<file path="src/rtl/json_token_scanner_top_macros.svh">
`ifndef JSON_TOKEN_SCANNER_TOP_MACROS_SVH
`define JSON_TOKEN_SCANNER_TOP_MACROS_SVH

// checks sampled on clk, off while in reset
`define JTS_ASSERT_NEVER(label, cond, msg) \
    label: assert property (@(posedge clk) disable iff (!rst_n) !(cond)) else $error(msg);

`define JTS_ASSERT_IMPLIES(label, ante, cons, msg) \
    label: assert property (@(posedge clk) disable iff (!rst_n) (ante) |-> (cons)) \
        else $error(msg);

`endif

</file>
<file path="src/rtl/jts_pkg.sv">
`default_nettype none

package jts_pkg;

    localparam int LENGTH_BITS = 16;
    localparam int LINE_BITS   = 24;
    localparam int ERR_BITS    = 3;
    localparam int KIND_BITS   = 4;
    localparam int DATA_W      = LINE_BITS + 2 * LENGTH_BITS + ERR_BITS;
    localparam int TDATA_W     = ((DATA_W + 7) / 8) * 8;
    localparam int QDEPTH      = 4;
    localparam int QPTR_BITS   = $clog2(QDEPTH);

    localparam logic [KIND_BITS-1:0] KIND_LBRACKET   = 4'd0;
    localparam logic [KIND_BITS-1:0] KIND_RBRACKET   = 4'd1;
    localparam logic [KIND_BITS-1:0] KIND_LBRACE     = 4'd2;
    localparam logic [KIND_BITS-1:0] KIND_RBRACE     = 4'd3;
    localparam logic [KIND_BITS-1:0] KIND_COLON      = 4'd4;
    localparam logic [KIND_BITS-1:0] KIND_COMMA      = 4'd5;
    localparam logic [KIND_BITS-1:0] KIND_STRING     = 4'd6;
    localparam logic [KIND_BITS-1:0] KIND_NUMBER     = 4'd7;
    localparam logic [KIND_BITS-1:0] KIND_TRUE       = 4'd8;
    localparam logic [KIND_BITS-1:0] KIND_FALSE      = 4'd9;
    localparam logic [KIND_BITS-1:0] KIND_NULL       = 4'd10;
    localparam logic [KIND_BITS-1:0] KIND_WHITESPACE = 4'd11;
    localparam logic [KIND_BITS-1:0] KIND_END        = 4'd12;
    localparam logic [KIND_BITS-1:0] KIND_ERROR      = 4'd13;

    localparam logic [ERR_BITS-1:0] ERR_NONE          = 3'd0;
    localparam logic [ERR_BITS-1:0] ERR_END_IN_STRING = 3'd1;
    localparam logic [ERR_BITS-1:0] ERR_NO_INT_DIGIT  = 3'd2;
    localparam logic [ERR_BITS-1:0] ERR_NO_FRAC_DIGIT = 3'd3;
    localparam logic [ERR_BITS-1:0] ERR_NO_EXP_DIGIT  = 3'd4;
    localparam logic [ERR_BITS-1:0] ERR_UNKNOWN_WORD  = 3'd5;
    localparam logic [ERR_BITS-1:0] ERR_UNEXPECTED    = 3'd6;

    localparam logic [7:0] CH_LBRACKET  = 8'h5B;
    localparam logic [7:0] CH_RBRACKET  = 8'h5D;
    localparam logic [7:0] CH_LBRACE    = 8'h7B;
    localparam logic [7:0] CH_RBRACE    = 8'h7D;
    localparam logic [7:0] CH_COLON     = 8'h3A;
    localparam logic [7:0] CH_COMMA     = 8'h2C;
    localparam logic [7:0] CH_QUOTE     = 8'h22;
    localparam logic [7:0] CH_BACKSLASH = 8'h5C;
    localparam logic [7:0] CH_MINUS     = 8'h2D;
    localparam logic [7:0] CH_PLUS      = 8'h2B;
    localparam logic [7:0] CH_ZERO      = 8'h30;
    localparam logic [7:0] CH_DOT       = 8'h2E;
    localparam logic [7:0] CH_LOWER_E   = 8'h65;
    localparam logic [7:0] CH_UPPER_E   = 8'h45;
    localparam logic [7:0] CH_NEWLINE   = 8'h0A;

    localparam logic [1:0] WORD_TRUE  = 2'd0;
    localparam logic [1:0] WORD_FALSE = 2'd1;
    localparam logic [1:0] WORD_NULL  = 2'd2;

    typedef enum logic [3:0] {
        MODE_IDLE,
        MODE_WS,
        MODE_STR,
        MODE_STR_ESC,
        MODE_MINUS,
        MODE_ZERO,
        MODE_INT,
        MODE_DOT,
        MODE_FRAC,
        MODE_EXP_MARK,
        MODE_EXP_SIGN,
        MODE_EXP,
        MODE_WORD,
        MODE_DONE
    } mode_t;

    typedef struct packed {
        logic [KIND_BITS-1:0]   kind;
        logic [LINE_BITS-1:0]   line;
        logic [LENGTH_BITS-1:0] column;
        logic [LENGTH_BITS-1:0] length;
        logic [ERR_BITS-1:0]    err;
    } token_t;

    typedef struct packed {
        logic   two;
        token_t t0;
        token_t t1;
    } entry_t;

    typedef struct packed {
        logic full;
        logic empty;
    } queue_stat_t;

    function automatic token_t mk_tok(
        input logic [KIND_BITS-1:0]   kind,
        input logic [LINE_BITS-1:0]   line,
        input logic [LENGTH_BITS-1:0] column,
        input logic [LENGTH_BITS-1:0] length,
        input logic [ERR_BITS-1:0]    err
    );
        token_t t;
        t.kind   = kind;
        t.line   = line;
        t.column = column;
        t.length = length;
        t.err    = err;
        return t;
    endfunction

    function automatic logic is_space(input logic [7:0] b);
        return (b == 8'h20) || ((b >= 8'h09) && (b <= 8'h0D));
    endfunction

    function automatic logic is_digit(input logic [7:0] b);
        return (b >= 8'h30) && (b <= 8'h39);
    endfunction

    function automatic logic is_alpha(input logic [7:0] b);
        return ((b >= 8'h61) && (b <= 8'h7A)) || ((b >= 8'h41) && (b <= 8'h5A));
    endfunction

    function automatic logic [2:0] word_len(input logic [1:0] w);
        logic [2:0] n;
        unique case (w)
            WORD_FALSE: n = 3'd5;
            default:    n = 3'd4;
        endcase
        return n;
    endfunction

    function automatic logic [7:0] word_char(input logic [1:0] w, input logic [2:0] idx);
        logic [7:0] c;
        unique case ({w, idx})
            {WORD_TRUE,  3'd0}: c = 8'h74;
            {WORD_TRUE,  3'd1}: c = 8'h72;
            {WORD_TRUE,  3'd2}: c = 8'h75;
            {WORD_TRUE,  3'd3}: c = 8'h65;
            {WORD_FALSE, 3'd0}: c = 8'h66;
            {WORD_FALSE, 3'd1}: c = 8'h61;
            {WORD_FALSE, 3'd2}: c = 8'h6C;
            {WORD_FALSE, 3'd3}: c = 8'h73;
            {WORD_FALSE, 3'd4}: c = 8'h65;
            {WORD_NULL,  3'd0}: c = 8'h6E;
            {WORD_NULL,  3'd1}: c = 8'h75;
            {WORD_NULL,  3'd2}: c = 8'h6C;
            {WORD_NULL,  3'd3}: c = 8'h6C;
            default:            c = 8'h00;
        endcase
        return c;
    endfunction

endpackage

`default_nettype wire

</file>
<file path="src/rtl/json_token_scanner_top.sv">
// path: a token is written into the queue when the beat that closes it is accepted, then registered in the output stage
// throughput: one text beat per cycle while the four-entry queue has room
// the output stage sends one token per cycle while m_axis_tready is high; a beat may cause two tokens
// reset: rst_n clears all scanner state asynchronously, emit_whitespace to 0
`default_nettype none
`include "json_token_scanner_top_macros.svh"

module json_token_scanner_top (
    input  wire logic                         clk,
    input  wire logic                         rst_n,
    input  wire logic                         cfg_we,
    input  wire logic                         cfg_wdata,
    input  wire logic                         s_axis_tvalid,
    output logic                              s_axis_tready,
    input  wire logic [7:0]                   s_axis_tdata,   // text_byte
    input  wire logic                         s_axis_tlast,
    output logic                              m_axis_tvalid,
    input  wire logic                         m_axis_tready,
    // start_line, start_column, token_length, error_code
    output logic [jts_pkg::TDATA_W-1:0]       m_axis_tdata,
    output logic [jts_pkg::KIND_BITS-1:0]     m_axis_tuser,   // token_kind
    output logic                              m_axis_tlast
);
    import jts_pkg::*;

    queue_stat_t q_stat;
    logic        q_push;
    logic        q_pop;
    entry_t      q_entry;
    entry_t      q_head;
    logic        out_valid;
    token_t      out_tok;
    logic        out_last;

    jts_front u_front (
        .clk           (clk),
        .rst_n         (rst_n),
        .cfg_we        (cfg_we),
        .cfg_wdata     (cfg_wdata),
        .s_axis_tvalid (s_axis_tvalid),
        .s_axis_tready (s_axis_tready),
        .s_axis_tdata  (s_axis_tdata),
        .s_axis_tlast  (s_axis_tlast),
        .q_stat        (q_stat),
        .q_push        (q_push),
        .q_entry       (q_entry)
    );

    jts_queue u_queue (
        .clk        (clk),
        .rst_n      (rst_n),
        .push       (q_push),
        .push_entry (q_entry),
        .pop        (q_pop),
        .head       (q_head),
        .stat       (q_stat)
    );

    jts_back u_back (
        .clk       (clk),
        .rst_n     (rst_n),
        .head      (q_head),
        .q_stat    (q_stat),
        .pop       (q_pop),
        .out_ready (m_axis_tready),
        .out_valid (out_valid),
        .out_tok   (out_tok),
        .out_last  (out_last)
    );

    assign m_axis_tvalid = out_valid;
    assign m_axis_tuser  = out_tok.kind;
    assign m_axis_tlast  = out_last;
    assign m_axis_tdata  = TDATA_W'({out_tok.err, out_tok.length, out_tok.column, out_tok.line});

    `JTS_ASSERT_NEVER(a_push_full, q_push && q_stat.full, "token beat pushed into full queue")
    `JTS_ASSERT_NEVER(a_pop_empty, q_pop && q_stat.empty, "pop from empty queue")
    `JTS_ASSERT_IMPLIES(a_err_code, out_valid && (out_tok.kind == KIND_ERROR), out_tok.err != ERR_NONE, "error token without code")
    `JTS_ASSERT_IMPLIES(a_no_code, out_valid && (out_tok.kind != KIND_ERROR), out_tok.err == ERR_NONE, "error code on plain token")

endmodule

`default_nettype wire

</file>
<file path="src/rtl/jts_front.sv">
`default_nettype none

module jts_front (
    input  wire logic                clk,
    input  wire logic                rst_n,
    input  wire logic                cfg_we,
    input  wire logic                cfg_wdata,
    input  wire logic                s_axis_tvalid,
    output logic                     s_axis_tready,
    input  wire logic [7:0]          s_axis_tdata,
    input  wire logic                s_axis_tlast,
    input  wire jts_pkg::queue_stat_t q_stat,
    output logic                     q_push,
    output jts_pkg::entry_t          q_entry
);
    import jts_pkg::*;

    mode_t                  mode_reg, mode_next;
    logic [LINE_BITS-1:0]   cur_line_reg, cur_line_next;
    logic [LENGTH_BITS-1:0] cur_col_reg, cur_col_next;
    logic [LINE_BITS-1:0]   tok_line_reg, tok_line_next;
    logic [LENGTH_BITS-1:0] tok_col_reg, tok_col_next;
    logic [LENGTH_BITS-1:0] tok_count_reg, tok_count_next;
    logic [2:0]             cand_reg, cand_next;
    logic                   halted_reg, halted_next;
    logic [ERR_BITS-1:0]    err_code_reg, err_code_next;
    logic [LINE_BITS-1:0]   err_line_reg, err_line_next;
    logic [LENGTH_BITS-1:0] err_col_reg, err_col_next;
    logic                   emit_ws_reg, emit_ws_next;

    logic                   acc;
    logic [7:0]             b;
    logic [LINE_BITS-1:0]   line_inc;
    logic [LENGTH_BITS-1:0] col_inc;
    logic [LENGTH_BITS-1:0] count_inc;
    logic [2:0]             word_hit;
    logic [2:0]             word_keep;
    logic [2:0]             word_first;

    logic   fin_valid, fin_fail;
    token_t fin_tok;
    logic   ext_ok, ext_emit;
    mode_t  ext_mode;
    token_t ext_tok;
    logic   st_valid, st_fail;
    token_t st_tok;
    mode_t  st_mode;
    logic [LENGTH_BITS-1:0] st_tok_col;
    logic [LENGTH_BITS-1:0] st_tok_count;
    token_t end_tok;
    token_t err_tok;

    assign s_axis_tready = !q_stat.full;
    assign acc           = s_axis_tvalid && s_axis_tready;
    assign b             = s_axis_tdata;

    assign line_inc  = (&cur_line_reg) ? cur_line_reg : cur_line_reg + LINE_BITS'(1);
    assign col_inc   = (&cur_col_reg) ? cur_col_reg : cur_col_reg + LENGTH_BITS'(1);
    assign count_inc = (&tok_count_reg) ? tok_count_reg : tok_count_reg + LENGTH_BITS'(1);

    assign end_tok = mk_tok(KIND_END, cur_line_reg, cur_col_reg, '0, ERR_NONE);
    assign err_tok = mk_tok(KIND_ERROR, err_line_reg, err_col_reg, '0, err_code_reg);

    always_comb
    begin
        for (int i = 0; i < 3; i++)
        begin
            word_hit[i]   = cand_reg[i]
                            && (tok_count_reg == LENGTH_BITS'(word_len(2'(i))));
            word_keep[i]  = cand_reg[i]
                            && (tok_count_reg < LENGTH_BITS'(word_len(2'(i))))
                            && (word_char(2'(i), tok_count_reg[2:0]) == b);
            word_first[i] = (word_char(2'(i), 3'd0) == b);
        end
    end

    // close the pending token
    always_comb
    begin
        fin_valid = 1'b0;
        fin_fail  = 1'b0;
        fin_tok   = mk_tok(KIND_NUMBER, tok_line_reg, tok_col_reg, tok_count_reg, ERR_NONE);
        unique case (mode_reg)
            MODE_WS:
            begin
                fin_valid    = emit_ws_reg;
                fin_tok.kind = KIND_WHITESPACE;
            end
            MODE_ZERO, MODE_INT, MODE_FRAC, MODE_EXP:
            begin
                fin_valid = 1'b1;
            end
            MODE_MINUS:
            begin
                fin_valid = 1'b1;
                fin_fail  = 1'b1;
                fin_tok   = mk_tok(KIND_ERROR, cur_line_reg, cur_col_reg, '0, ERR_NO_INT_DIGIT);
            end
            MODE_DOT:
            begin
                fin_valid = 1'b1;
                fin_fail  = 1'b1;
                fin_tok   = mk_tok(KIND_ERROR, cur_line_reg, cur_col_reg, '0, ERR_NO_FRAC_DIGIT);
            end
            MODE_EXP_MARK, MODE_EXP_SIGN:
            begin
                fin_valid = 1'b1;
                fin_fail  = 1'b1;
                fin_tok   = mk_tok(KIND_ERROR, cur_line_reg, cur_col_reg, '0, ERR_NO_EXP_DIGIT);
            end
            MODE_WORD:
            begin
                fin_valid = 1'b1;
                priority if (word_hit[0])
                    fin_tok.kind = KIND_TRUE;
                else if (word_hit[1])
                    fin_tok.kind = KIND_FALSE;
                else if (word_hit[2])
                    fin_tok.kind = KIND_NULL;
                else
                begin
                    fin_fail = 1'b1;
                    fin_tok  = mk_tok(KIND_ERROR, cur_line_reg, cur_col_reg, '0,
                                      ERR_UNKNOWN_WORD);
                end
            end
            MODE_STR, MODE_STR_ESC:
            begin
                fin_valid = s_axis_tlast;
                fin_fail  = s_axis_tlast;
                fin_tok   = mk_tok(KIND_ERROR, tok_line_reg, tok_col_reg, '0,
                                   ERR_END_IN_STRING);
            end
            MODE_IDLE, MODE_DONE:
            begin
                fin_valid = 1'b0;
            end
            default:
            begin
                fin_valid = 1'b0;
            end
        endcase
    end

    // feed the byte to the pending token
    always_comb
    begin
        ext_ok   = 1'b1;
        ext_emit = 1'b0;
        ext_mode = mode_reg;
        ext_tok  = mk_tok(KIND_STRING, tok_line_reg, tok_col_reg, tok_count_reg, ERR_NONE);
        unique case (mode_reg)
            MODE_WS:
                ext_ok = is_space(b);
            MODE_STR:
            begin
                if (b == CH_QUOTE)
                begin
                    ext_emit = 1'b1;
                    ext_mode = MODE_IDLE;
                end
                else if (b == CH_BACKSLASH)
                    ext_mode = MODE_STR_ESC;
            end
            MODE_STR_ESC:
                ext_mode = MODE_STR;
            MODE_MINUS:
            begin
                if (b == CH_ZERO)
                    ext_mode = MODE_ZERO;
                else if (is_digit(b))
                    ext_mode = MODE_INT;
                else
                    ext_ok = 1'b0;
            end
            MODE_ZERO, MODE_INT, MODE_FRAC:
            begin
                priority if ((mode_reg != MODE_ZERO) && is_digit(b))
                    ext_mode = mode_reg;
                else if ((b == CH_DOT) && (mode_reg != MODE_FRAC))
                    ext_mode = MODE_DOT;
                else if ((b == CH_LOWER_E) || (b == CH_UPPER_E))
                    ext_mode = MODE_EXP_MARK;
                else
                    ext_ok = 1'b0;
            end
            MODE_DOT:
            begin
                ext_ok   = is_digit(b);
                ext_mode = MODE_FRAC;
            end
            MODE_EXP_MARK:
            begin
                if ((b == CH_PLUS) || (b == CH_MINUS))
                    ext_mode = MODE_EXP_SIGN;
                else if (is_digit(b))
                    ext_mode = MODE_EXP;
                else
                    ext_ok = 1'b0;
            end
            MODE_EXP_SIGN:
            begin
                ext_ok   = is_digit(b);
                ext_mode = MODE_EXP;
            end
            MODE_EXP:
                ext_ok = is_digit(b);
            MODE_WORD:
                ext_ok = is_alpha(b);
            MODE_IDLE, MODE_DONE:
                ext_ok = 1'b0;
            default:
                ext_ok = 1'b0;
        endcase
    end

    // open a new token at this byte
    always_comb
    begin
        st_valid     = 1'b0;
        st_fail      = 1'b0;
        st_tok       = mk_tok(KIND_LBRACKET, cur_line_reg, cur_col_reg, LENGTH_BITS'(1),
                              ERR_NONE);
        st_mode      = MODE_IDLE;
        st_tok_col   = cur_col_reg;
        st_tok_count = LENGTH_BITS'(1);
        priority if (b == CH_LBRACKET)
            st_valid = 1'b1;
        else if (b == CH_RBRACKET)
        begin
            st_valid    = 1'b1;
            st_tok.kind = KIND_RBRACKET;
        end
        else if (b == CH_LBRACE)
        begin
            st_valid    = 1'b1;
            st_tok.kind = KIND_LBRACE;
        end
        else if (b == CH_RBRACE)
        begin
            st_valid    = 1'b1;
            st_tok.kind = KIND_RBRACE;
        end
        else if (b == CH_COLON)
        begin
            st_valid    = 1'b1;
            st_tok.kind = KIND_COLON;
        end
        else if (b == CH_COMMA)
        begin
            st_valid    = 1'b1;
            st_tok.kind = KIND_COMMA;
        end
        else if (b == CH_QUOTE)
        begin
            st_mode      = MODE_STR;
            st_tok_col   = col_inc;
            st_tok_count = '0;
        end
        else if (b == CH_MINUS)
            st_mode = MODE_MINUS;
        else if (b == CH_ZERO)
            st_mode = MODE_ZERO;
        else if (is_space(b))
            st_mode = MODE_WS;
        else if (is_digit(b))
            st_mode = MODE_INT;
        else if (is_alpha(b))
            st_mode = MODE_WORD;
        else
        begin
            st_valid = 1'b1;
            st_fail  = 1'b1;
            st_tok   = mk_tok(KIND_ERROR, cur_line_reg, cur_col_reg, '0, ERR_UNEXPECTED);
        end
    end

    // next state
    always_comb
    begin
        mode_next      = mode_reg;
        cur_line_next  = cur_line_reg;
        cur_col_next   = cur_col_reg;
        tok_line_next  = tok_line_reg;
        tok_col_next   = tok_col_reg;
        tok_count_next = tok_count_reg;
        cand_next      = cand_reg;
        halted_next    = halted_reg;
        err_code_next  = err_code_reg;
        err_line_next  = err_line_reg;
        err_col_next   = err_col_reg;
        emit_ws_next   = cfg_we ? cfg_wdata : emit_ws_reg;
        if (acc && !halted_reg)
        begin
            if (s_axis_tlast)
            begin
                halted_next = 1'b1;
                if (fin_fail)
                begin
                    mode_next     = MODE_IDLE;
                    err_code_next = fin_tok.err;
                    err_line_next = fin_tok.line;
                    err_col_next  = fin_tok.column;
                end
                else
                    mode_next = MODE_DONE;
            end
            else
            begin
                if (ext_ok)
                begin
                    mode_next      = ext_mode;
                    tok_count_next = count_inc;
                    if (mode_reg == MODE_WORD)
                        cand_next = cand_reg & word_keep;
                end
                else if (fin_fail)
                begin
                    mode_next     = MODE_IDLE;
                    halted_next   = 1'b1;
                    err_code_next = fin_tok.err;
                    err_line_next = fin_tok.line;
                    err_col_next  = fin_tok.column;
                end
                else
                begin
                    mode_next      = st_mode;
                    tok_line_next  = cur_line_reg;
                    tok_col_next   = st_tok_col;
                    tok_count_next = st_tok_count;
                    if (st_mode == MODE_WORD)
                        cand_next = word_first;
                    if (st_fail)
                    begin
                        halted_next   = 1'b1;
                        err_code_next = st_tok.err;
                        err_line_next = st_tok.line;
                        err_col_next  = st_tok.column;
                    end
                end
                if (b == CH_NEWLINE)
                begin
                    cur_line_next = line_inc;
                    cur_col_next  = LENGTH_BITS'(1);
                end
                else
                    cur_col_next = col_inc;
            end
        end
    end

    // tokens produced by this beat
    always_comb
    begin
        q_entry.two = 1'b0;
        q_entry.t0  = end_tok;
        q_entry.t1  = end_tok;
        q_push      = 1'b0;
        if (halted_reg)
        begin
            q_push     = acc && (err_code_reg != ERR_NONE);
            q_entry.t0 = err_tok;
        end
        else if (s_axis_tlast)
        begin
            q_push = acc;
            if (fin_valid)
            begin
                q_entry.t0  = fin_tok;
                q_entry.two = !fin_fail;
            end
        end
        else if (ext_ok)
        begin
            q_push     = acc && ext_emit;
            q_entry.t0 = ext_tok;
        end
        else if (fin_valid)
        begin
            q_push      = acc;
            q_entry.t0  = fin_tok;
            q_entry.t1  = st_tok;
            q_entry.two = !fin_fail && st_valid;
        end
        else
        begin
            q_push     = acc && st_valid;
            q_entry.t0 = st_tok;
        end
    end

    always_ff @(posedge clk or negedge rst_n)
    begin
        if (!rst_n)
        begin
            mode_reg      <= MODE_IDLE;
            cur_line_reg  <= LINE_BITS'(1);
            cur_col_reg   <= LENGTH_BITS'(1);
            tok_line_reg  <= LINE_BITS'(1);
            tok_col_reg   <= LENGTH_BITS'(1);
            tok_count_reg <= '0;
            cand_reg      <= 3'b111;
            halted_reg    <= 1'b0;
            err_code_reg  <= ERR_NONE;
            err_line_reg  <= '0;
            err_col_reg   <= '0;
            emit_ws_reg   <= 1'b0;
        end
        else
        begin
            mode_reg      <= mode_next;
            cur_line_reg  <= cur_line_next;
            cur_col_reg   <= cur_col_next;
            tok_line_reg  <= tok_line_next;
            tok_col_reg   <= tok_col_next;
            tok_count_reg <= tok_count_next;
            cand_reg      <= cand_next;
            halted_reg    <= halted_next;
            err_code_reg  <= err_code_next;
            err_line_reg  <= err_line_next;
            err_col_reg   <= err_col_next;
            emit_ws_reg   <= emit_ws_next;
        end
    end

endmodule

`default_nettype wire

</file>
<file path="src/rtl/jts_queue.sv">
`default_nettype none

module jts_queue (
    input  wire logic                 clk,
    input  wire logic                 rst_n,
    input  wire logic                 push,
    input  wire jts_pkg::entry_t      push_entry,
    input  wire logic                 pop,
    output jts_pkg::entry_t           head,
    output jts_pkg::queue_stat_t      stat
);
    import jts_pkg::*;

    entry_t               entries_reg [QDEPTH];
    logic [QPTR_BITS-1:0] wr_ptr_reg, wr_ptr_next;
    logic [QPTR_BITS-1:0] rd_ptr_reg, rd_ptr_next;
    logic [QPTR_BITS:0]   count_reg, count_next;

    assign head       = entries_reg[rd_ptr_reg];
    assign stat.full  = (count_reg == (QPTR_BITS + 1)'(QDEPTH));
    assign stat.empty = (count_reg == '0);

    always_comb
    begin
        wr_ptr_next = push ? wr_ptr_reg + QPTR_BITS'(1) : wr_ptr_reg;
        rd_ptr_next = pop ? rd_ptr_reg + QPTR_BITS'(1) : rd_ptr_reg;
        unique case ({push, pop})
            2'b10:   count_next = count_reg + (QPTR_BITS + 1)'(1);
            2'b01:   count_next = count_reg - (QPTR_BITS + 1)'(1);
            default: count_next = count_reg;
        endcase
    end

    always_ff @(posedge clk)
    begin
        if (push)
            entries_reg[wr_ptr_reg] <= push_entry;
    end

    always_ff @(posedge clk or negedge rst_n)
    begin
        if (!rst_n)
        begin
            wr_ptr_reg <= '0;
            rd_ptr_reg <= '0;
            count_reg  <= '0;
        end
        else
        begin
            wr_ptr_reg <= wr_ptr_next;
            rd_ptr_reg <= rd_ptr_next;
            count_reg  <= count_next;
        end
    end

endmodule

`default_nettype wire

</file>
<file path="src/rtl/jts_back.sv">
`default_nettype none

module jts_back (
    input  wire logic                 clk,
    input  wire logic                 rst_n,
    input  wire jts_pkg::entry_t      head,
    input  wire jts_pkg::queue_stat_t q_stat,
    output logic                      pop,
    input  wire logic                 out_ready,
    output logic                      out_valid,
    output jts_pkg::token_t           out_tok,
    output logic                      out_last
);
    import jts_pkg::*;

    logic   sub_reg, sub_next;
    logic   valid_reg, valid_next;
    token_t tok_reg, tok_next;
    logic   last_reg, last_next;
    logic   load;
    logic   head_last;

    assign load      = !q_stat.empty && (!valid_reg || out_ready);
    assign head_last = sub_reg || !head.two;
    assign pop       = load && head_last;

    assign out_valid = valid_reg;
    assign out_tok   = tok_reg;
    assign out_last  = last_reg;

    always_comb
    begin
        sub_next   = sub_reg;
        valid_next = valid_reg;
        tok_next   = tok_reg;
        last_next  = last_reg;
        if (load)
        begin
            valid_next = 1'b1;
            tok_next   = sub_reg ? head.t1 : head.t0;
            last_next  = head_last;
            sub_next   = !head_last;
        end
        else if (out_ready)
            valid_next = 1'b0;
    end

    always_ff @(posedge clk)
    begin
        tok_reg  <= tok_next;
        last_reg <= last_next;
    end

    always_ff @(posedge clk or negedge rst_n)
    begin
        if (!rst_n)
        begin
            sub_reg   <= 1'b0;
            valid_reg <= 1'b0;
        end
        else
        begin
            sub_reg   <= sub_next;
            valid_reg <= valid_next;
        end
    end

endmodule

`default_nettype wire

</file>
<file path="config.mk">
export PLATFORM = sky130hd
export DESIGN_NAME = json_token_scanner_top
export DESIGN_NICKNAME = d
export VERILOG_FILES = /design/src/rtl/jts_pkg.sv /design/src/rtl/json_token_scanner_top.sv /design/src/rtl/jts_front.sv /design/src/rtl/jts_queue.sv /design/src/rtl/jts_back.sv
export VERILOG_INCLUDE_DIRS = /design/src /design/src/rtl
export SDC_FILE = /design/constraint.sdc
export NUM_CORES = 1
export LEC_CHECK = 0
export ABC_AREA = 1
export BUFFER_PORTS_ARGS = -buffer_cell sky130_fd_sc_hd__buf_2
export CAP_MARGIN = 20
export CORE_ASPECT_RATIO = 2
export CORE_UTILIZATION = 57
export CTS_CLUSTER_SIZE = 30
export DETAILED_ROUTE_END_ITERATION = 10
export PLACE_DENSITY = 0.76
export SYNTH_ARGS = -nofsm -noshare
export SYNTH_HDL_FRONTEND = slang
export SYNTH_SLANG_ARGS = --single-unit
</file>
<file path="constraint.sdc">
create_clock -name clk -period 12.1 [get_ports clk]
set_clock_uncertainty 0.1 [all_clocks]
set_input_delay 0.605 -clock clk [delete_from_list [all_inputs] [get_ports clk]]
set_output_delay 0.605 -clock clk [all_outputs]
set_load 0.005 [all_outputs]
</file>
=== Yosys cells after proc, flatten, opt, wreduce, memory -nomap -nowiden ===
Memory sizes are Yosys's and may differ from the RTL's.
Cells that the tools add are included.
Widths: inputs -> output; s select.

* Add/subtract/negate cells: 7
* Magnitude comparators: 10
* Eq/ne operators: 57
* Multiplexer cells: 150
* Bitwise gates (word level): 5
* Reductions and logical operators: 63

{| class="wikitable"
|+ Operator list
! cell !! number
|-
| $mux 63 || 15
|-
| $mux 59 || 8
|-
| $mux 16 || 23
|-
| $pmux 59 s5 || 1
|-
| $mux 4 || 32
|-
| $mux 64 || 2
|-
| $mux 24 || 5
|-
| $eq 8x6->1 const B || 8
|-
| $eq 8x7->1 const B || 7
|-
| $mux 1 || 45
|-
| $pmux 7 s5 || 1
|-
| $add 16x1->16 const B || 2
|-
| $eq 16x3->1 const B || 2
|-
| $lt 16x3->1 const B || 2
|-
| $reduce_and 16->1 || 2
|-
| $mux 3 || 10
|-
| $pmux 4 s7 || 1
|-
| $pmux 7 s4 || 1
|-
| $add 24x1->24 const B || 1
|-
| $eq 4x4->1 const B || 6
|-
| $eq 7x8->1 || 3
|-
| $eq 7x8->1 const A || 3
|-
| $reduce_and 24->1 || 1
|-
| $logic_and 1x1->1 || 23
|-
| 46 further kinds || 88
|}

* Bits in registers: 221
* RAM bits: 508
* Bits of input ports: 15
* Logic and storage cells: 316
* Memories: 1

{| class="wikitable"
|+ Memories
! memory !! depth !! width !! rd ports !! clocked after memory_dff !! write ports !! RTL line !! text
|-
| u_queue.entries_reg || 4 || 127 || 1 || 0 || 1 || jts_queue.sv:14 || <nowiki>entry_t entries_reg [QDEPTH];</nowiki>
|}

=== Longest topological paths before layout ===
Gate-level depths: netlist of the first run.

* Depth after elaboration: 22
* Mapped depth: 19

=== Modules after synthesis ===
From an unflattened synthesis of the first run, not the netlist that was laid out.

* Cells, all modules: 3710
* Area total of the unflattened synthesis: 35121.2 um^2

{| class="wikitable"
|+ By module, submodules not included
! module !! instances !! cells an instance !! area each (um^2) !! seq. area each (um^2)
|-
| jts_queue || 1 || 1531 || 20754.9 || 15429.8
|-
| jts_front || 1 || 1891 || 11487.3 || 3712.3
|-
| jts_back || 1 || 282 || 2837.7 || 1971.9
|-
| json_token_scanner_top || 1 || 6 || 41.3 || 0.0
|}

=== Least setup slack after synthesis of the first run ===
No wires, ideal clock.

* Path type: input-to-reg
* Start point: input port s_axis_tdata[2]
* End point: memory u_queue.entries_reg[0][100] in the netlist's numbering, enable pin
* Library setup time: 0.581 ns
* Arrival: 6.565 ns
* Setup slack: 4.855 ns
* Stages: 10
* Path buffers: 1
* Cells stage by stage: buf_2 > nor2_1 > nand3_1 > nand3_1 > nand3_1 > nor2_1 > nor2_1 > o21bai_1 > nand2_1 > nor2_1

* Cells in the longest elaborated chain, start to end: 22
* Elaborated cells on any way between the ends: 61
* Those cells by class: order compare (8); eq/ne (14); mux (27); reduce/logical (12)

{| class="wikitable"
|+ RTL lines
! element !! RTL line !! text
|-
| start, declared || json_token_scanner_top.sv:15 || <nowiki>input wire logic [7:0] s_axis_tdata,</nowiki>
|-
| $ge 8x7->1 or $le 8x7->1 (tied branches) || jts_pkg.sv:118 || <nowiki>return ((b >= 8'h61) && (b <= 8'h7A)) || ((b >= 8'h41) && (b <= 8'h5A));</nowiki>
|-
| $logic_and 1x1->1 || jts_pkg.sv:118 ||
|-
| $logic_or 1x1->1 || jts_pkg.sv:118 ||
|-
| $mux 1 || jts_front.sv:268 || <nowiki>else if (is_alpha(b))</nowiki>
|-
| $mux 1 || jts_front.sv:266 || <nowiki>else if (is_digit(b))</nowiki>
|-
| $mux 1 || jts_front.sv:264 || <nowiki>else if (is_space(b))</nowiki>
|-
| $mux 1 || jts_front.sv:262 || <nowiki>else if (b == CH_ZERO)</nowiki>
|-
| $mux 1 || jts_front.sv:260 || <nowiki>else if (b == CH_MINUS)</nowiki>
|-
| (+6 left out) || n/a ||
|-
| $mux 1 || jts_front.sv:227 || <nowiki>priority if (b == CH_LBRACKET)</nowiki>
|-
| $logic_and 1x1->1 || jts_front.sv:387 || <nowiki>q_push = acc && st_valid;</nowiki>
|-
| $mux 1 || jts_front.sv:378 || <nowiki>else if (fin_valid)</nowiki>
|-
| $mux 1 (*) || jts_front.sv:373 || <nowiki>else if (ext_ok)</nowiki>
|-
| $mux 1 (*) || jts_front.sv:364 || <nowiki>else if (s_axis_tlast)</nowiki>
|-
| $mux 1 (*) || jts_front.sv:359 || <nowiki>if (halted_reg)</nowiki>
|-
| $mux 1 (*) || jts_queue.sv:36 || <nowiki>if (push)</nowiki>
|-
| $mux 1 (not written as such) (*) || jts_queue.sv:37 || <nowiki>entries_reg[wr_ptr_reg] <= push_entry;</nowiki>
|-
| end, declared || jts_queue.sv:14 ||
|}

Mark *: on every way between the ends. The rest lies on a longest branch, timed or not.

=== Final worst setup path of the first run ===
* Start point: input port s_axis_tdata[4]
* End point: memory u_queue.entries_reg[0][78] in the netlist's numbering, enable pin

The elaborated chain is that of the path after synthesis.

==> summary.txt, run 1 <==
Run status
  – Status: finished, violations left
  – Failing checks: design-rule violations

Drt
  – Via density: about 6
  – Post-Route WL: slightly above 80,000 um
  – Met2 wire len: ~43,000 um
  – Uppermost routed layer: met4
  – Wirelength per Cell: about 20 um
  – Initial DRC count: 2,346
  – Met3 wire len: 5251 um
  – Vias: 23,480
  – Pre-antenna DRT Iters: 9
  – DRT antenna net count: 0
  – DRC Markers: 12
  – Wl on met1: roughly 28,000 um

Global route
  – First-pass GRT wire length: between 100,000 and 150,000 um
  – Congestion Overflow GR: 0
  – Largest net degree at the start of global routing: 128
  – Initial antenna violation count: 0
  – Vias in the first global route: 23,510
  – Total track usage: between 20% and 30%

Synthesis
  – Distinct cells, synth: 49
  – Synth Instances: 3,232
  – Post-Syn Area: a little over 30,000 um2
  – Async S/R FF share, synth: between 20% and 30%
  – Share of the synthesized area in the top cell type: between 40% and 50%
  – Synth Area per Inst: between 9 and 10 um2
  – EDFF count, synth: 504
  – Top FF cell, synth: edfxtp_1
  – Yosys top cell by area: edfxtp_1
  – Top post-synthesis cells by area: edfxtp_1 50%, dfrtp_1 12%, nand2_1 10%
  – Yosys reg bits: ~660
  – Syn. warnings: 0
  – Register area share after synthesis: a little over three fifths

Power and ir drop
  – Net Sw Frac: between 30% and 40%
  – P per Cell Area: 175.1 nW/um2
  – Clock power frac: 32.1%
  – Gate power share: approximately a fifth
  – Cell Int Power: between 4000 and 5000 uW
  – Peak VDD IR: 0.1865 mV
  – P_sw: roughly 1800 uW
  – Reg power frac: 47.1%
  – Static leakage: approximately 0.013 uW

Run
  – Maximum Capacitance Violations: 0

Floorplan
  – Row Count: 119
  – DIE AREA: around 55,000 um2
  – Core footprint: ~53,000 um2
  – Starting Density: 57.91%
  – Die Span Y: about 330 um
  – Boundary pin count: 86
  – Die width: 165.6 um

Timing
  – Setup-failing EPs final: 0
  – FMAX: ~190 MHz
  – Max-slew headroom: between 20 and 30%
  – Final hold vios: 0
  – Crit path time final: 5.372 ns
  – Fin. max-slew vios: 0
  – Period utilization: roughly 44%
  – RSZ-0062 raised after global routing: no
  – Slew @ Worst Pin: about 1.1 ns
  – Setup TNS Final: 0 ns

Clock tree
  – Postcts setup bufs: 0
  – TritonCTS Buffers: 54
  – Clk slew on worst S/H paths: 0.08 ns
  – CTS H-Tree Depth: 2
  – Max Buffers Root-to-Sink: 3
  – TritonCTS Sinks: roughly 660
  – Worst skew pair latency: slightly above 0.6 ns
  – CTS root buf: clkbuf_16
  – CTS tree: done

Place
  – HPWL Detailed: roughly 50,000 um
  – Number of cells after detailed placement: ~3,800
  – RePlAce Congestion: 0.9551
  – IO Port Bufs: 80

Setup path
  – Top cell by count, worst path: nand2_1
  – Crit Path Category: in2reg
  – Critical path startpoint category: input port
  – Cells along the critical path: buf_2, inv_2, nand2_1, nor2_4, nand3_1, inv_1, nand2_1, nand2_1, o21bai_1, nand2_1, nor2_4, buf_4, buf_4
  – Crit-path max FO: 40
  – Worst path top cell family by delay: simple AND/OR/NAND/NOR gates
  – Worst endpoint required time: 12.24 ns
  – Worst Path Arrival: ~5.5 ns
  – Crit. End Element: flop
  – CP max stage delay: 0.88 ns
  – Slowest CP cell: nor2_4
  – CP Buf/Inv Count: 5

Cells and area
  – Inserted Diodes: 0
  – Max FFs per register: 440
  – FILL cells: ~4,300
  – Nets: 3,246
  – Area delta synth->final: 8.604%
  – Layout cells sized above 1: 7.782%
  – Fin cells: between 3,000 and 4,000

Hold path
  – Hold Path Class: in2reg
-- synth_stat cells (7+ instances only) --
library cell,n
nand4_1,29
nand3_1,122
a21oi_1,41
nor2_2,7
nand2_1,850
o21ai_1,16
inv_1,159
dfstp_2,7
a31oi_1,47
dfrtp_1,150
nor4_1,11
nor2_1,512
buf_2,41
ha_1,12
buf_4,14
xor2_1,50
nor3_1,50
o22ai_1,49
o21ai_0,370
inv_2,16
buf_1,9
clkbuf_1,115
edfxtp_1,504
-- final timing paths --
check / slack (ns) / cells past startpoint / start / end
worst max-delay path: 6.73 / 13 / s_axis_tdata[4] / u_queue.entries_reg[0][78]
worst min-delay path: 0.11 / 2 / cfg_wdata / u_front.emit_ws_reg
worst max register to register: 6.88 / 11 / u_front.mode_reg[1] / u_queue.entries_reg[0][78]
worst min register to register: 0.37 / 2 / u_front.err_col_reg[7] / u_front.err_col_reg[7]
max in group asynchronous: 9.48 / 4 / rst_n / u_queue.rd_ptr_reg[0]
min in group asynchronous: 0.42 / 2 / rst_n / u_front.mode_reg[1]
-- repair_timing --
item,in CTS,in global routing
resized for setup,0,0
hold endpoints to repair,50,0
hold buffers,1,0
-- metal layers --
metal  track usage [%]  up-vias
met3             3.773      306
li1                  -    10840
met5                 0        -
met2             55.42     1117
met1             31.11    11220
met4             19.97        0
-- worst reg2reg max path, stage by stage (launching register included) --
cell	delay, ns
dfrtp_1	0.48
nor2_4	0.24
nand2_1	0.11
nand3_1	0.17
nand3_1	0.12
a21oi_1	0.17
nand2_2	0.31
o21bai_1	0.45
nand2_1	0.41
nor2_4	0.88
buf_4	0.67
buf_4	0.70
-- metrics by stage --
stage | worst slack (ns) | area, um2 | hold WS [ns] | total power, uW | util [%]
global placement | 6.258 | 31270 | 0.3533 | 3932 | 59.33
detailed placement | 6.151 | 31270 | 0.3582 | 3983 | 59.33
floorplan | 4.855 | 30540 | 0.2094 | 3519 | -
finish | 6.728 | 33150 | 0.1101 | 5806 | 62.89
global route | 6.436 | 33150 | 0.1070 | 6040 | 62.89
CTS | 6.757 | 33150 | 0.08992 | 5830 | 62.89
-- cell usage in the layout, fill, tap and decap left out, types with 10 or more instances in the layout --
| cell | n |
|---|---|
| inv_2 | 17 |
| nand4_1 | 29 |
| nor2_1 | 506 |
| xor2_1 | 50 |
| a21oi_1 | 41 |
| buf_2 | 79 |
| ha_1 | 12 |
| nand2_1 | 850 |
| clkbuf_1 | 15 |
| clkbuf_16 | 57 |
| inv_1 | 156 |
| nor4_1 | 11 |
| o21ai_1 | 16 |
| nor3_1 | 50 |
| a31oi_1 | 46 |
| clkinv_1 | 10 |
| buf_4 | 26 |
| o21ai_0 | 370 |
| o22ai_1 | 49 |
| nand3_1 | 122 |
| dfrtp_1 | 147 |
| edfxtp_1 | 504 |
-- area by class of cell --
cell class / instances / area [um2] / share of cell area (%)
inverters: 179 / 678.2 / 2.046
multi-input cells: 2215 / 10080 / 30.41
well taps: 665 / 832.0 / 2.510
repair buffers: 107 / 611.8 / 1.846
clock inverters: 28 / 357.8 / 1.079
clock buffers: 74 / 1510 / 4.556
flip-flops and latches: 661 / 19080 / 57.56
-- kinds of logic (layout without fill, tap and decap cells) --
kind of cell | Yosys count | count (layout) | share of synthesized area, %
AND/OR/NAND/NOR | 1610 | 1610 | 21.38
flip-flops | 661 | 661 | 62.48
AO/OA/AOI/OAI | 535 | 535 | 9.293
buffers and inverters | 360 | 388 | 4.775
XOR/XNOR | 51 | 51 | 1.463
adder cells (fa/ha/maj) | 13 | 13 | 0.5575
other | 1 | 5 | 0.01229
multiplexers | 1 | 1 | 0.03689
-- power groups by stage --
stage	registers, uW	clock network [uW]	logic (uW)
after floorplan	2710	0	805
after global placement	2780	0	1150
after detailed placement	2780	0	1200
after CTS	2730	1880	1210
after global routing	2750	1950	1340
final	2740	1860	1210
Power figures use the tool's default switching activity.
==> inputs of run 2 (changes only) <==
ABC_AREA = 0   (was 1)
CORE_UTILIZATION = 56   (was 57)
PLACE_DENSITY = 0.78   (was 0.76)
clock period = 4.8 ns   (was 12.1 ns; I/O delays follow)
==> run 2 against run 1 <==
  * The flow now finishes without violations
  * Flip-flop and latch count is the same
  * Utilization shrank 0.17 points
  * Synthesized cell count shrank 37%
  * Power grew to 3.0 times the previous value
  * Clock-buffer cell count shrank 7
  * Design area shrank 2.2%
  * Area after synthesis shrank 3.9%
  * Via count shrank 24%
  * Hold slack lost 0.042 ns
  * Critical path depth shrank 5
  * Routed wire length shrank 15%
==> summary.txt, run 2 <==
Run status
  – Status: complete, no violations

Drt
  – Vias: 17,760 (-24%)
  – Initial DRC count: 1,441 (-39%)
  – Pre-antenna DRT Iters: 5 (-4)
  – Wirelength per Cell: 24.58 um (+20%)
  – Via density: 6.364 (+6.5%)
  – Post-Route WL: 68,580 um (-15%)
  – DRC Markers: 0 (-12)
  – DRT antenna net count: 0 (unchanged)

Place
  – RePlAce Congestion: 0.9179 (-3.9%)
  – HPWL Detailed: 42,250 um (-16%)
  – IO Port Bufs: 80 (unchanged)

Hold path
  – WHS Path Cells: 4 (+2)
  – Hold Path Class: in2reg

Floorplan
  – DIE AREA: 53,340 um2 (-2.2%)
  – Die Span Y: 325.6 um (-1.1%)
  – Boundary pin count: 86 (unchanged)
  – Core footprint: 51,670 um2 (-2.0%)
  – Die width: 163.8 um (-1.1%)
  – Starting Density: 56.75% (-1.2 points)
  – Row Count: 118 (-0.84%)

Timing
  – Hold slack: 0.06790 ns (-0.04225 ns)
  – Max-slew headroom: 24.15% (-1.7 points)
  – FMAX: 254.7 MHz
  – Crit path time final: ~3.9 ns
  – Fin. max-slew vios: 0 (unchanged)
  – Final hold vios: 0 (unchanged)
  – RSZ-0062 raised after global routing: no
  – Period utilization: 81.80%
  – Setup TNS Final: 0 ns (unchanged)
  – Setup-failing EPs final: 0 (unchanged)
  – Slew @ Worst Pin: 1.138 ns (+0.03013 ns)

Synthesis
  – Largest family of logic cells by synthesized area: multiplexers
  – Area share of xor/xnor cells in the synthesized design: 1.314% (-0.15 points)
  – Most frequent cell after synthesis: edfxtp_1
  – Share of the synthesized area in the top cell type: 51.61% (+2.0 points)
  – Post-Synth Simple-Gate Area: 10.35% (-11 points)
  – Mux cell area share after synthesis: 13.11% (+13 points)
  – Top cells by count, synth: 504 x edfxtp_1, 276 x nand2_1, 150 x dfrtp_1
  – Compound-Gate Fraction of Synth Area: 6.549% (-2.7 points)
  – Post-Syn Area: 29,330 um2 (-3.9%)
  – Yosys top cell by area: edfxtp_1
  – EDFF count, synth: 504 (unchanged)
  – Synth Instances: 2,038 (-37%)
  – Synth Area per Inst: 14.39 um2 (+52%)
  – Post-Synth Adder-Cell Area: 0.6144% (+0.057 points)
  – Top FF cell, synth: edfxtp_1
  – Syn. warnings: 0 (unchanged)
  – Top post-synthesis cells by area: edfxtp_1 52%, dfrtp_1 13%, mux4_2 8.4%
  – Register area share after synthesis: 65.04% (+2.6 points)
  – Async S/R FF share, synth: 23.75% (unchanged)
  – Yosys reg bits: 661 (unchanged)
  – Distinct cells, synth: 94 (+92%)

Clock tree
  – CTS tree: done
  – CTS H-Tree Depth: 2 (unchanged)
  – TritonCTS Sinks: 661 (unchanged)
  – Max Buffers Root-to-Sink: 3 (unchanged)
  – TritonCTS Buffers: 53 (-1.9%)
  – CTS root buf: clkbuf_16
  – Clk slew on worst S/H paths: 0.08 ns (about the same)
  – Postcts setup bufs: 0 (unchanged)
  – Worst skew pair latency: 0.60 ns (-0.02 ns)

Run
  – Maximum Capacitance Violations: 0 (unchanged)

Cells and area
  – Highest-count cells in the layout ignoring fill and taps: 504 x edfxtp_1, 276 x nand2_1, 146 x dfrtp_1
  – Area delta synth->final: 10.53%
  – Inserted Diodes: 0 (unchanged)
  – Commonest non-fill, non-tap cell in the layout: edfxtp_1
  – Max FFs per register: 440 (unchanged)
  – Layout cells sized above 1: 21.41% (+14 points)
  – Nets: 2,113 (-35%)

Setup path
  – Crit Path Category: reg2reg
  – Critical path startpoint category: flop
  – Crit. End Element: flop
  – Worst Path Arrival: 4.07 ns (-1.44 ns)
  – Worst reg-to-reg path cell count: 8 (-3)
  – Worst endpoint required time: 4.94 ns (-7.30 ns)
  – Crit-path max FO: 25 (-38%)

Power and ir drop
  – P per Cell Area: 542.5 nW/um2 (+210%)
  – Reg power frac: 45.7% (-1.4 points)
  – Static leakage: 0.01155 uW (-7.7%)
  – Clock power frac: 25.9% (-6.2 points)
  – Peak VDD IR: 0.4830 mV (+160%)
  – Net Sw Frac: 31.33% (+0.60 points)
  – P_sw: 5510 uW (+210%)
  – Power Total: 17,590 uW (+200%)
  – Cell Int Power: 12,080 uW (+200%)
  – Gate power share: 28.4% (+7.6 points)

Global route
  – Initial antenna violation count: 0 (unchanged)
  – Met2 track utilization from global routing: 48.34% (-7.1 points)
  – Largest net degree at the start of global routing: 121 (-5.5%)
  – Congestion Overflow GR: 0 (unchanged)
  – GR met1 Demand/Resource: 28.89% (-2.2 points)
  – GR peak layer: met2
  – Grt met3 use: 2.750% (-1.0 points)
  – Total track usage: 26.22% (-3.4 points)
  – Vias in the first global route: 18,700 (-20%)
  – First-pass GRT wire length: 104,800 um (-16%)
## run 2: changes by cell type in the layout (fill, tap and decap cells not counted), moves of 33 or more
cell / before / now
nand2_1: 850 / 276
nor2_1: 506 / 62
o21ai_0: 370 / 69
mux4_2: 0 / 110
inv_1: 156 / 70
nand3_1: 122 / 38
mux2_2: 1 / 76
o22ai_1: 49 / 4
nand4b_1: 0 / 42
and2_1: 0 / 38
o311ai_0: 0 / 34
xor2_1: 50 / 16
a31oi_1: 46 / 13
## run 2: power groups by stage
stage	Sequential (uW)	Combinational, uW	Clock (uW)
floorplan	7990	3260	0
global placement	8060	4910	0
detailed placement	8140	5010	0
CTS	8040	5050	4590
global route	8130	5370	4790
finish	8040	5000	4550
## run 2: stage by stage
step / area (um2) / utilization [%] / worst slack [ns] / instances
5_1_grt: 32410 / 62.73 / 0.6530 / 2790
6_report: 32410 / 62.73 / 0.8737 / 2790
2_1_floorplan: 29350 / - / 0.7301 / 2042
4_1_cts: 32400 / 62.70 / 0.9235 / 2788
3_5_place_dp: 30550 / 59.11 / 0.9223 / 2684
3_3_place_gp: 30550 / 59.11 / 1.030 / 2684
## run 2: final timing paths
kind,endpoint,start,slack (ns)
setup / recovery,u_queue.entries_reg[2][90],u_front.mode_reg[1],0.87
hold / removal,u_front.halted_reg,s_axis_tvalid,0.07
setup reg to reg,u_queue.entries_reg[2][90],u_front.mode_reg[1],0.87
hold reg to reg,u_front.tok_line_reg[7],u_front.tok_line_reg[7],0.39
max in group asynchronous,u_front.err_col_reg[14],rst_n,3.12
min in group asynchronous,u_front.tok_col_reg[6],rst_n,0.23
## run 2: final cells by class
type                            instances  area [um2]
Fill cell                            3640       19260
Inverter                               73       274.0
Multi-Input combinational cell       1167        9420
Timing Repair Buffer                  129       997.2
Sequential cell                       661       19080
Tap cell                              660       825.8
Clock buffer                           67        1441
Clock inverter                         33       371.6
## run 2: critical path, cell delays in order, from the launching register on
cell and delay (ns):
dfrtp_1 0.67, or2_1 0.42, nor2_1 0.21, nand2_1 0.16
o211ai_1 0.42, o21ai_4 0.24, and2_1 0.24, buf_4 0.24
o311ai_0 0.87
## run 2: timing repair
item,4_1_cts,5_1_grt
hold buffers,4,0
endpoints found under the hold margin,96,0
gates resized for setup,0,0
## run 2: kinds of logic (layout without fill, tap and decap cells)
| group | Yosys count | count (layout) |
|---|---|---|
| xor+xnor | 44 | 44 |
| flops | 661 | 661 |
| buf+inv | 214 | 302 |
| other cells | 1 | 5 |
| compound gates | 275 | 275 |
| mux | 227 | 227 |
| fa+ha+maj | 14 | 14 |
| simple gates | 602 | 602 |
## run 2: metal layers
layer  up-vias  part of all wire (%)
met5         -                     0
met4         0                   5.4
met3       218                   5.5
met2       749                    55
met1      8976                    34
li1       7813                     -
